**src/hdl/ohr_pkg.sv**
```systemverilog
// Shared types and constants for the overwriting history ring.
// No dependencies; imported by every module of the block.
`timescale 1ns / 1ps

package ohr_pkg;

    localparam int SLOTS = 16;              // ring size, 2..64
    localparam int CAP   = SLOTS - 1;       // entries actually held
    localparam int CNT_W = $clog2(SLOTS);   // holds 0..CAP

    localparam int DATA_W = 96;             // score, msg tag, time stamp

    // request kinds
    localparam logic [1:0] KIND_ENQ  = 2'd0;
    localparam logic [1:0] KIND_DEQ  = 2'd1;
    localparam logic [1:0] KIND_READ = 2'd2;

    // age cell load selects
    localparam logic [1:0] AGE_HOLD      = 2'd0;
    localparam logic [1:0] AGE_TAKE_NEXT = 2'd1;
    localparam logic [1:0] AGE_TAKE_IN   = 2'd2;
    localparam logic [1:0] AGE_TAKE_HEAD = 2'd3;

    localparam logic signed [31:0] EMPTY_SCORE = -32'sd1;

    typedef struct packed {
        logic signed [31:0] score;
        logic [31:0]        msg_tag;
        logic [31:0]        time_stamp;
    } entry_t;

    typedef struct packed {
        logic [1:0] sel;
    } age_ctl_t;

    typedef struct packed {
        logic clear;
        logic push;
        logic pop;
    } sort_ctl_t;

endpackage

```
**src/hdl/ohr_age_cell.sv**
```systemverilog
// One cell of the age-ordered chain (oldest entry in cell 0).
// Depends on ohr_pkg.
`timescale 1ns / 1ps

module ohr_age_cell
    import ohr_pkg::*;
(
    input  logic     aclk,
    input  age_ctl_t ctl,
    input  entry_t   in_entry,
    input  entry_t   next_entry,
    input  entry_t   head_entry,
    output entry_t   cell_entry
);

    entry_t entry_reg;
    entry_t entry_next;

    always_comb begin
        case (ctl.sel)
            AGE_TAKE_NEXT: entry_next = next_entry;
            AGE_TAKE_IN:   entry_next = in_entry;
            AGE_TAKE_HEAD: entry_next = head_entry;
            default:       entry_next = entry_reg;
        endcase
    end

    always_ff @(posedge aclk) begin
        entry_reg <= entry_next;
    end

    assign cell_entry = entry_reg;

endmodule

```
**config.mk**
```make
export PLATFORM = sky130hd
export DESIGN_NAME = ohr_age_cell
export DESIGN_NICKNAME = d
export VERILOG_FILES = /design/src/hdl/ohr_pkg.sv /design/src/hdl/ohr_age_cell.sv
export SDC_FILE = /design/constraint.sdc
export NUM_CORES = 1
export LEC_CHECK = 0
export BUFFER_PORTS_ARGS = -buffer_cell sky130_fd_sc_hd__clkbuf_2
export CORE_AREA = 2 2 152 154
export DETAILED_ROUTE_END_ITERATION = 8
export DIE_AREA = 0 0 154 156
export HOLD_SLACK_MARGIN = 0.12
export PLACE_DENSITY = 0.57
export SETUP_SLACK_MARGIN = 0.5
export SYNTH_ARGS = -nofsm -noshare
export SYNTH_HDL_FRONTEND = slang
export SYNTH_SLANG_ARGS = --single-unit
```
**constraint.sdc**
```tcl
create_clock -name aclk -period 2.7 [get_ports aclk]
set_clock_uncertainty 0.05 [all_clocks]
set_input_delay 0.135 -clock aclk [delete_from_list [all_inputs] [get_ports aclk]]
set_output_delay 0.135 -clock aclk [all_outputs]
set_load 0.05 [all_outputs]
```
**Word-level counts from Yosys, hierarchy flattened**

Index checks and enable logic that the tools add are counted.

- Reductions and logical operators: 1
- Eq/ne operators: 3
- Muxes and demuxes: 1

Operators with widths:

| cell | count |
|---|---|
| case mux 96 bit (3 select lines) | 1 |
| == test 2 bit (second input constant) | 2 |
| nonzero test 3 bit | 1 |
| == test 2 x 1 -> 1 bit (second input constant) | 1 |

- Input port bits: 291
- Bits in registers: 96
- Word-level logic and storage cells: 8
- Output and inout port bits: 96

**Depth between registers and ports, before layout**

- Depth in word-level cells: 2
- Mapped depth: 5
- Depth with buffers taken out: 2

**Worst setup path after synthesis**

OpenSTA, ideal clock, no wires.

- Kind: input-to-reg
- Start: in ctl[0] (netlist bit)
- End: reg entry_reg, in the netlist cell_entry[0] (enable)
- Path slack: 0.455 ns
- Data required time: 2.236 ns
- Data arrival time: 1.781 ns
- Library setup time: 0.414 ns
- Cell stages on the path: 4
- Buffers on the path: 3
- Cells stage by stage: buf_4 -> buf_8 -> buf_8 -> or2_2

- Longest elaborated chain between the ends: 2
- Elaborated cells on any way between the ends: 4
- Those cells by class: eq/ne (3); reduce/logical (1)

Ends and longest elaborated chain:

| what | line | text |
|---|---|---|
| from (decl) | ohr_age_cell.sv:9 | `input age_ctl_t ctl,` |
| == test 2 bit or == test 2 x 1 -> 1 bit (tied branches) | ohr_age_cell.sv:20 | `case (ctl.sel)` |
| nonzero test 3 bit (no line) * | n/a |  |
| to (signal assigned) | ohr_age_cell.sv:29 | `entry_reg <= entry_next;` |
| to (decl) | ohr_age_cell.sv:16 | `entry_t entry_reg;` |

Every way passes the cells marked *; elsewhere a longest branch is shown, timed or not.
A chain may end at the register's enable or synchronous reset.

==> results.md <==
- Number of flops mapped to enable cells by yosys: 96
- Worst endpoint data arrival time: around 1.8 ns
- Worst Slack Setup Final: 0.969 ns
- Synthesized area per cell: 11.7 sq um
- IO Port Bufs: around 390
- Setup_tns: 0 ns
- Via Count: approximately 5100
- Post-Synthesis Cell Area: roughly 4900 sq um
- Share of the yosys chip area belonging to registers: 59.0%
- Status: finished, final reports clean
- Drt initial violations: 300
- Met1 Use GR: 15.7%
- Final ANT Viol Nets: 0
- Top_reg_cell synth: edfxtp_1
- Max reg flops: 96
- Fin Hold WS: 0.127 ns
- Std-Cell Core Area: between 20000 and 25000 sq um
- WL/cell: between 10 and 15 um
- Critical Path End Type: register
- Share of layout cells above drive strength 1: between 40% and 50%
- Global Route Usage Sum: between 10% and 20%
- Initial antenna violation count: 1
- Worst EP required: 2.74 ns
- Number of diodes: 0
- Post-synthesis net count: 708
- Drt drc: 0
- HP Class: input port to register
- Top cell type's share of synthesized area: 59.0%
- Power Density: roughly 530 nW/um^2
- Layout Nets: between 1000 and 1500
- Fin crit period: about 1.7 ns
- Vias per inst: 4.21
- Final Max Slew Viols: 0
- Routed wire length: around 18 mm
- Grt met2 use: 25.7%
- #FFs+latches synth: 96
- Final setup violation count: 0
- Fin crit share: between 60% and 70%
- Unrepaired setup endpoints after global routing: no
- RePlAce Congestion: ~0.8
- CTS Buf Count: 9
- Maximum VDD drop: approximately 0.23 mV
- M3 GR Usage: 3.53%
- Top post-synthesis cells by area: edfxtp_1 (59%), mux2i_1 (20%), a21oi_1 (9.8%)
- Die Width: between 150 and 200 um
- H-tree levels: 3
- Root buffer selected by CTS: clkbuf_16
- Half-perimeter wire length after placement: approximately 13 mm
- Measured slew at the worst slew-check pin: about 0.68 ns
- Yosys warns: 0
- Initial Util: between 20% and 30%
- Global route overflow: 0
- DRT Pass-1 Iters: 6
- I/O pins: 387
- Pin count of the biggest net entering global routing: between 100 and 150
- # Post-CTS Setup Buffers: 0
- Clock-pin slew on the worst setup and hold paths: around 0.070 ns
- Max Cap Viol: 0
- Fillers: about 2200
- CTS tree: done
- GRT Max-Usage Layer: met2
- Worst-path maximum fanout: 28
- First-pass GRT wire length: 26.3 mm
- Die Y: between 150 and 200 um
- Fmax: about 580 MHz
- Lkg Pwr: 4.21 nW
- Most frequent cells after synthesis: a21oi_1 (96), edfxtp_1 (96), mux2i_1 (96), nor2_1 (96), clkbuf_1 (14)
- Site Rows: 55
- Post-synthesis cell count: approximately 420
- Relative slew slack: between 50% and 60%
- Area leader, netlist: edfxtp_1
- Area grow syn2layout: 79.6%
- Die area: approximately 24000 sq um
- Placement Setup Slack: 1.11 ns
- Hold Vio Cnt, Final: 0
- Startpoint Class: input port
- Kind of critical path: input port to register
- Num Clock Sinks: between 90 and 100
- Post-synth ARST share: 0%
- Vias in the first global route: slightly above 5000
- Clock Path Buffers: 2
- Synth unique cells: 10
- Final Util: ~39%
==> cells in the final DEF (no fill, tap or decap) <==
master / count
clkbuf_2: 384
dlygate4sd3_1: 143
mux2i_1: 96
nor2_1: 96
a21oi_1: 96
edfxtp_1: 96
clkbuf_16: 9
clkinv_1: 3
buf_12: 3
buf_4: 3
inv_6: 2
clkinv_4: 2
buf_6: 2
or2_4: 1
==> cell type report <==
class / instances / area (sq um) / area share (%)
Timing Repair Buffer: 535 / 3460 / 39.4
Sequential cell: 96 / 2880 / 32.8
Multi-Input combinational cell: 289 / 1810 / 20.6
Tap cell: 285 / 357 / 4.06
Clock buffer: 9 / 225 / 2.57
Clock inverter: 7 / 46.3 / 0.527
==> layer usage <==
| metal | routed length, um | share of wire [%] |
|---|---|---|
| met1 | 6950 | 39 |
| met2 | 9270 | 52 |
| met3 | 1210 | 6.8 |
| met4 | 516 | 2.9 |
| met5 | 13 | 0.072 |
==> what timing repair did <==
item                       4_1_cts  5_1_grt
hold buffers                   143        0
gates resized for setup          0        0
setup endpoints to repair        0        0
hold endpoints to repair        89        0
==> critical path: stages <==
cell           delay [ns]
buf_6                0.30
buf_4                0.40
mux2i_1              0.25
a21oi_1              0.09
dlygate4sd3_1        0.57
==> path summary, 6_finish.rpt <==
| path | start | to | slack [ns] | cells past startpoint |
|---|---|---|---|---|
| hold / removal | in_entry[84] | cell_entry[84] | 0.13 | 3 |
| setup / recovery | ctl[0] | cell_entry[88] | 0.97 | 5 |
==> cell families after synthesis <==
logic type / count (synthesis) / synth area share, %
muxes: 96 / 19.7
AOI/OAI and AO/OA: 96 / 9.83
buffers and inverters: 32 / 4.07
DFF: 96 / 59.0
and+or+nand+nor: 97 / 7.50
==> metrics by stage <==
step                instance area, sq um  instances  total power [mW]
CTS                                 8780       1221              4.73
floorplan                           4890        417              2.83
detailed placement                  7080       1062              3.29
global placement                    7080       1062              3.28
global route                        8780       1221              4.88
finish                              8780       1221              4.66
==> where the power goes <==
group,internal (mW),switching [mW]
clock,0.626,0.593
sequential,1.85,0.0547
combinational,0.555,0.990
Note: power is estimated with default switching activity, not from simulation.
