### config.mk
export PLATFORM = sky130hd
export DESIGN_NAME = ohr_sort_cell
export DESIGN_NICKNAME = d
export VERILOG_FILES = /design/src/hdl/ohr_pkg.sv /design/src/hdl/ohr_sort_cell.sv
export SDC_FILE = /design/constraint.sdc
export NUM_CORES = 1
export LEC_CHECK = 0
export CORE_AREA = 2 2 154 156
export CTS_BUF_LIST = sky130_fd_sc_hd__clkbuf_8
export CTS_CLUSTER_SIZE = 10
export DETAILED_ROUTE_END_ITERATION = 12
export DIE_AREA = 0 0 156 158
export DONT_BUFFER_PORTS = 1
export PLACE_DENSITY = 0.49
export SETUP_SLACK_MARGIN = 0.15
export SLEW_MARGIN = 10
export SYNTH_ARGS = -nofsm -noshare
export SYNTH_HDL_FRONTEND = slang
export SYNTH_SLANG_ARGS = --single-unit
### constraint.sdc
create_clock -name aclk -period 6.2 [get_ports aclk]
set_input_delay 1.24 -clock aclk [delete_from_list [all_inputs] [get_ports aclk]]
set_output_delay 1.24 -clock aclk [all_outputs]
set_load 0.05 [all_outputs]
### src/hdl/ohr_pkg.sv
// Shared types and constants for the overwriting history ring.
// No dependencies; imported by every module of the block.
`timescale 1ns / 1ps

package ohr_pkg;

    localparam int SLOTS = 16;              // ring size, 2..64
    localparam int CAP   = SLOTS - 1;       // entries actually held
    localparam int CNT_W = $clog2(SLOTS);   // holds 0..CAP

    localparam int DATA_W = 96;             // score, msg tag, time stamp

    // request kinds
    localparam logic [1:0] KIND_ENQ  = 2'd0;
    localparam logic [1:0] KIND_DEQ  = 2'd1;
    localparam logic [1:0] KIND_READ = 2'd2;

    // age cell load selects
    localparam logic [1:0] AGE_HOLD      = 2'd0;
    localparam logic [1:0] AGE_TAKE_NEXT = 2'd1;
    localparam logic [1:0] AGE_TAKE_IN   = 2'd2;
    localparam logic [1:0] AGE_TAKE_HEAD = 2'd3;

    localparam logic signed [31:0] EMPTY_SCORE = -32'sd1;

    typedef struct packed {
        logic signed [31:0] score;
        logic [31:0]        msg_tag;
        logic [31:0]        time_stamp;
    } entry_t;

    typedef struct packed {
        logic [1:0] sel;
    } age_ctl_t;

    typedef struct packed {
        logic clear;
        logic push;
        logic pop;
    } sort_ctl_t;

endpackage

### src/hdl/ohr_sort_cell.sv
// One cell of the insertion-sort chain: descending score, ties keep arrival order.
// Depends on ohr_pkg.
`timescale 1ns / 1ps

module ohr_sort_cell
    import ohr_pkg::*;
(
    input  logic      aclk,
    input  logic      aresetn,
    input  sort_ctl_t ctl,
    input  entry_t    new_entry,
    input  logic      prev_before,
    input  logic      prev_valid,
    input  entry_t    prev_entry,
    input  logic      next_valid,
    input  entry_t    next_entry,
    output entry_t    cell_entry,
    output logic      cell_valid,
    output logic      cell_before
);

    entry_t entry_reg;
    entry_t entry_next;
    logic   valid_reg;
    logic   valid_next;

    // new entry goes ahead of this one only on a strictly higher score
    assign cell_before = !valid_reg || (new_entry.score > entry_reg.score);

    always_comb begin
        entry_next = entry_reg;
        valid_next = valid_reg;
        if (ctl.clear) begin
            valid_next = 1'b0;
        end else if (ctl.push && cell_before) begin
            if (prev_before) begin
                entry_next = prev_entry;
                valid_next = prev_valid;
            end else begin
                entry_next = new_entry;
                valid_next = 1'b1;
            end
        end else if (ctl.pop) begin
            entry_next = next_entry;
            valid_next = next_valid;
        end
    end

    always_ff @(posedge aclk) begin
        if (!aresetn) begin
            valid_reg <= 1'b0;
        end else begin
            valid_reg <= valid_next;
        end
    end

    always_ff @(posedge aclk) begin
        entry_reg <= entry_next;
    end

    assign cell_entry = entry_reg;
    assign cell_valid = valid_reg;

endmodule

-- Yosys cells after proc, flatten, opt, wreduce, memory -nomap -nowiden
Cells that the tools add are included.
- bits in writable memories: 0
- word-level logic and storage cells: 19
- bits of input ports: 296
- latch bits: 0
- output and inout bits: 98
- register bits after elaboration: 97
- ROM bits: 0
- memories kept: 0
- div/mod/pow operators: 0
- multiply operators: 0
- muxes and demuxes: 6
- reduce and logical (&&, ||, !) cells: 6
- equality and inequality tests: 0
- bitwise logic cells: 2
- order comparisons: 1
- add/subtract/negate cells: 0
- shift operators: 0
- operators with widths (cell ; count):
    $mux W96 ; 3
    $gt A32 B32 Y1 ; 1
    $mux W1 ; 3
    $not A1 Y1 ; 2
    $reduce_and A2 Y1 ; 1
    $reduce_bool A2 Y1 ; 1
    $reduce_or A2 Y1 ; 1
    $logic_and A1 B1 Y1 ; 1
    $logic_not A1 Y1 ; 1
    $logic_or A1 B1 Y1 ; 1

-- Depth between registers and ports, before layout
- depth after elaboration: 5
- depth in mapped cells: 11

-- Least setup slack after synthesis
No wires, ideal clock.
- kind: input-to-reg
- from: input new_entry[79] (netlist bit)
- to: register entry_reg (netlist bit cell_entry[0]), enable pin
- stages on the path: 10
- path buffers: 3
- data required time: 5779 ps
- arrival time: 4299 ps
- path slack: 1480 ps
- cell sequence: ha_1 -> nand4_1 -> nor4_1 -> a21boi_0 -> o31a_1 -> a311o_1 -> buf_6 -> buf_6 -> buf_6 -> o21ba_2
- word-level cells in the longest chain between the ends: 5
- RTL lines (what ; RTL line ; text):
    from (decl) ; ohr_sort_cell.sv:11 ; input entry_t new_entry,
    $gt A32 B32 Y1 ; ohr_sort_cell.sv:28 ; assign cell_before = !valid_reg || (new_entry.score > entry_reg.score);
    $logic_or A1 B1 Y1 ; ohr_sort_cell.sv:28 ;
    $logic_and A1 B1 Y1 ; ohr_sort_cell.sv:35 ; end else if (ctl.push && cell_before) begin
    $reduce_bool A2 Y1 (no source line) ; - ;
    $reduce_and A2 Y1 (no source line) ; - ;
    to (signal assigned) ; ohr_sort_cell.sv:58 ; entry_reg <= entry_next;
    to (decl) ; ohr_sort_cell.sv:22 ; entry_t entry_reg;
No other way between the ends.
A chain may end at the register's enable or synchronous reset.

-- Final worst setup path
- from: input new_entry[79] (netlist bit)
- to: output cell_before
- word-level cells in the longest chain between the ends: 2
- RTL lines (what ; RTL line ; text):
    $gt A32 B32 Y1 ; ohr_sort_cell.sv:28 ;
    $logic_or A1 B1 Y1 ; ohr_sort_cell.sv:28 ;
    to (decl) ; ohr_sort_cell.sv:19 ; output logic cell_before
No other way between the ends.

==> impl_results.md <==
* Outcome: complete, no violations
* DR WL/cell at 24.8 um
* CTS Root Cell: clkbuf_8
* Post-CTS setup buffer count at 0
* CTS tree: done
* Die area at 24600 um2
* # IOs at 394
* Stages on worst setup path at 6
* Placed insts at 716
* CP peak stage delay at 650 ps
* Largest family of logic cells by synthesized area: multiplexers
* Post-Synth XOR/XNOR Area at 0
* CTS Buf Count at 9
* Worst Reg-to-Reg Cells at 9
* CP Capture Type: output port
* CTS Sinks at 97
* Post-Syn Area at just over 6000 um2
* Crit path kind: in2out
* Top_reg_cell synth: edfxtp_1
* Nets at about 770
* Fin util at 0.292
* DP HPWL at ~14000 um
* Row cnt at 56
* Final Setup Violations at 0
* Start point of the critical path: new_entry[79]
* CTS-repair resized insts at 0
* Layout cells sized above 1 at 0.481
* Max Clock Freq at approximately 210 MHz
* Critical Path RT at 4960 ps
* Grt met3 use at 0.0665
* Layout overhead on the synthesized area at 8.06%
* Post-synthesis mux area share at 0.365
* GR Util All Layers at 0.140
* FF-to-FF Start: cell_entry[79]
* Distinct cells, synth at 38
* Syn Inst Count at between 400 and 500
* Non-Filler Instances at 735
* Simple logic cell fraction of the synthesized area at 0.0257
* CP max FO at 3
* Slew HR at 0.469
* Antenna viol nets, final at 0
* RSZ-0062 raised after global routing: no
* Worst-path cell chain: ha_1 > nand4_1 > nor4_1 > a21boi_0 > o31a_1 > a311o_1
* Fin area at roughly 6700 um2
* Number of buffers added on ports at 0
* Worst-Margin Slew at approximately 800 ps
* Vias/cell at 5.04
* Bufs on Longest Clock Path at 2
* Max IR drop VDD at 0.111 mV
* Total power at ~1.9 mW
* Tmin final at 4790 ps
* Routability cong. at 0.807
* Pins Over Slew Limit at 0
* Met1 global-route usage at 0.157
* Fin. Hold Viols at 0
* Asr flop ratio synth at 0
* Sequential-to-total area share from yosys stat at 0.466
* Global-route wire length before repair at roughly 25000 um
* Final period util at 0.773
* Synth Area in Compound Gates at 0.0368
* DR DRC count at 0
* Clk_skew at around 16 ps
* Hold Buf Count CTS at 0
* Total gr overflow at 0
* Clock slew at reported path FFs at 110 ps
* Slowest cell on crit path: nor4_1
* Routed WL at 18300 um
* Net count after synthesis at 773
* Adder and majority gate portion of the synthesized area at 0.0643
* CP top delay family: compound AO/OA/AOI/OAI gates
* Insertion delay to the later sink of the worst-skew pair at ~380 ps
* Grt peak-use layer: met2
* Synth Warn # at 0
* Post-DP Area at between 6000 and 7000 um2
* CP startpoint kind: primary input
* Global Route met2 Usage at 0.239
* Post-route setup TNS at 0 ps
* Die W at 156 um
* Initial antenna violation count at 6
* Starting Density at 0.270
* Pre-antenna DRT Iters at 4
* Via count at ~3700
* Iter 0 DRT Violations at 190
* Core area at approximately 23000 um2
* Worst Path Buf+Inv at 0
* LEAKAGE at 2.50 nW
* Worst EP arrival at around 3600 ps
* Pwr/cell area at ~290 nW/um2
* Syn avg cell area at 14.0 um2
* Most common cell after layout, fill and taps aside: mux2_2
* HP Class: in2reg
* Max-cap viol count at 0
* Htree depth at 3
* Post-synth EDFFs at 96
* FF-to-FF setup slack at ~1500 ps
* CP endpoint: cell_before
* Number of global-route vias before repair at ~3900
* Most frequent cells in the layout: mux2_2, edfxtp_1, inv_1, ha_1, mux2_4
* #FFs+latches synth at 97
* Worst R2R End: cell_entry[64]
* Die H at approximately 160 um
* Pin count of the biggest net entering global routing at between 90 and 100
-- cell usage after synthesis (2+ instances only) --
cell type	number	share of area
nand4_1	6	0.0060
nand2_1	8	0.0048
buf_6	5	0.0090
nor2_1	6	0.0036
a211oi_1	3	0.0036
o21ai_0	7	0.0056
clkbuf_1	10	0.0060
ha_1	32	0.064
nor4_1	2	0.0020
buf_2	6	0.0048
mux2_2	162	0.29
inv_1	36	0.022
a311o_1	2	0.0032
mux2_4	29	0.070
a21oi_1	12	0.0096
o21a_1	2	0.0024
edfxtp_1	96	0.46
-- sequential cells by signal, summed over array words and instances (netlist names) --
signal and cells:
cell_valid 1, cell_entry 96
-- area by class of cell --
class	instances	area (um2)
diodes	4	10.0
clock buffers	9	124
clock inverters	6	90.1
fillers	2307	16300
inverters	36	135
multi-input cells	290	3070
flip-flops and latches	97	2900
well taps	290	363
repair buffers	3	35.0
-- per-layer routing --
layer	vias up	wire [um]
li1	1676	-
met1	1799	6910
met2	209	9270
met3	16	1870
met4	4	187
met5	-	20
-- kinds of logic after synthesis --
logic type                 count (synthesis)
adders and majority gates                 32
and+or+nand+nor                           31
AOI/OAI and AO/OA                         35
buffers and inverters                     58
muxes                                    192
DFF                                       97
-- worst reg2reg max path, delay by kind of cell (launching register included) --
family / cells / cell delay (ps)
DFF: 1 / 660
adders and majority gates: 1 / 310
buffers and inverters: 2 / 500
and+or+nand+nor: 2 / 840
AOI/OAI and AO/OA: 4 / 2010
-- where the power goes --
group	internal, mW	switching, mW
Sequential	0.828	0.281
Clock	0.228	0.252
Combinational	0.201	0.152
Total	1.26	0.685
-- metrics by stage --
stage                     setup slack, ps  hold slack (ps)
after floorplan                      1480             1070
after CTS                            1160             1030
after global routing                 1010             1030
after detailed placement              765             1210
final                                1410             1070
after global placement                837             1200
-- how the worst min path moves through the flow --
stage	from	to	slack, ps	cells after the start
6_report	next_entry[37]	cell_entry[37]	1070	1
2_1_floorplan	cell_valid	cell_valid	1070	6
4_1_cts	next_entry[92]	cell_entry[92]	1030	1
3_3_place_gp	cell_valid	cell_valid	1200	6
3_5_place_dp	cell_valid	cell_valid	1210	6
5_1_grt	next_entry[73]	cell_entry[73]	1030	1
Note: power is estimated with default switching activity, not from simulation.
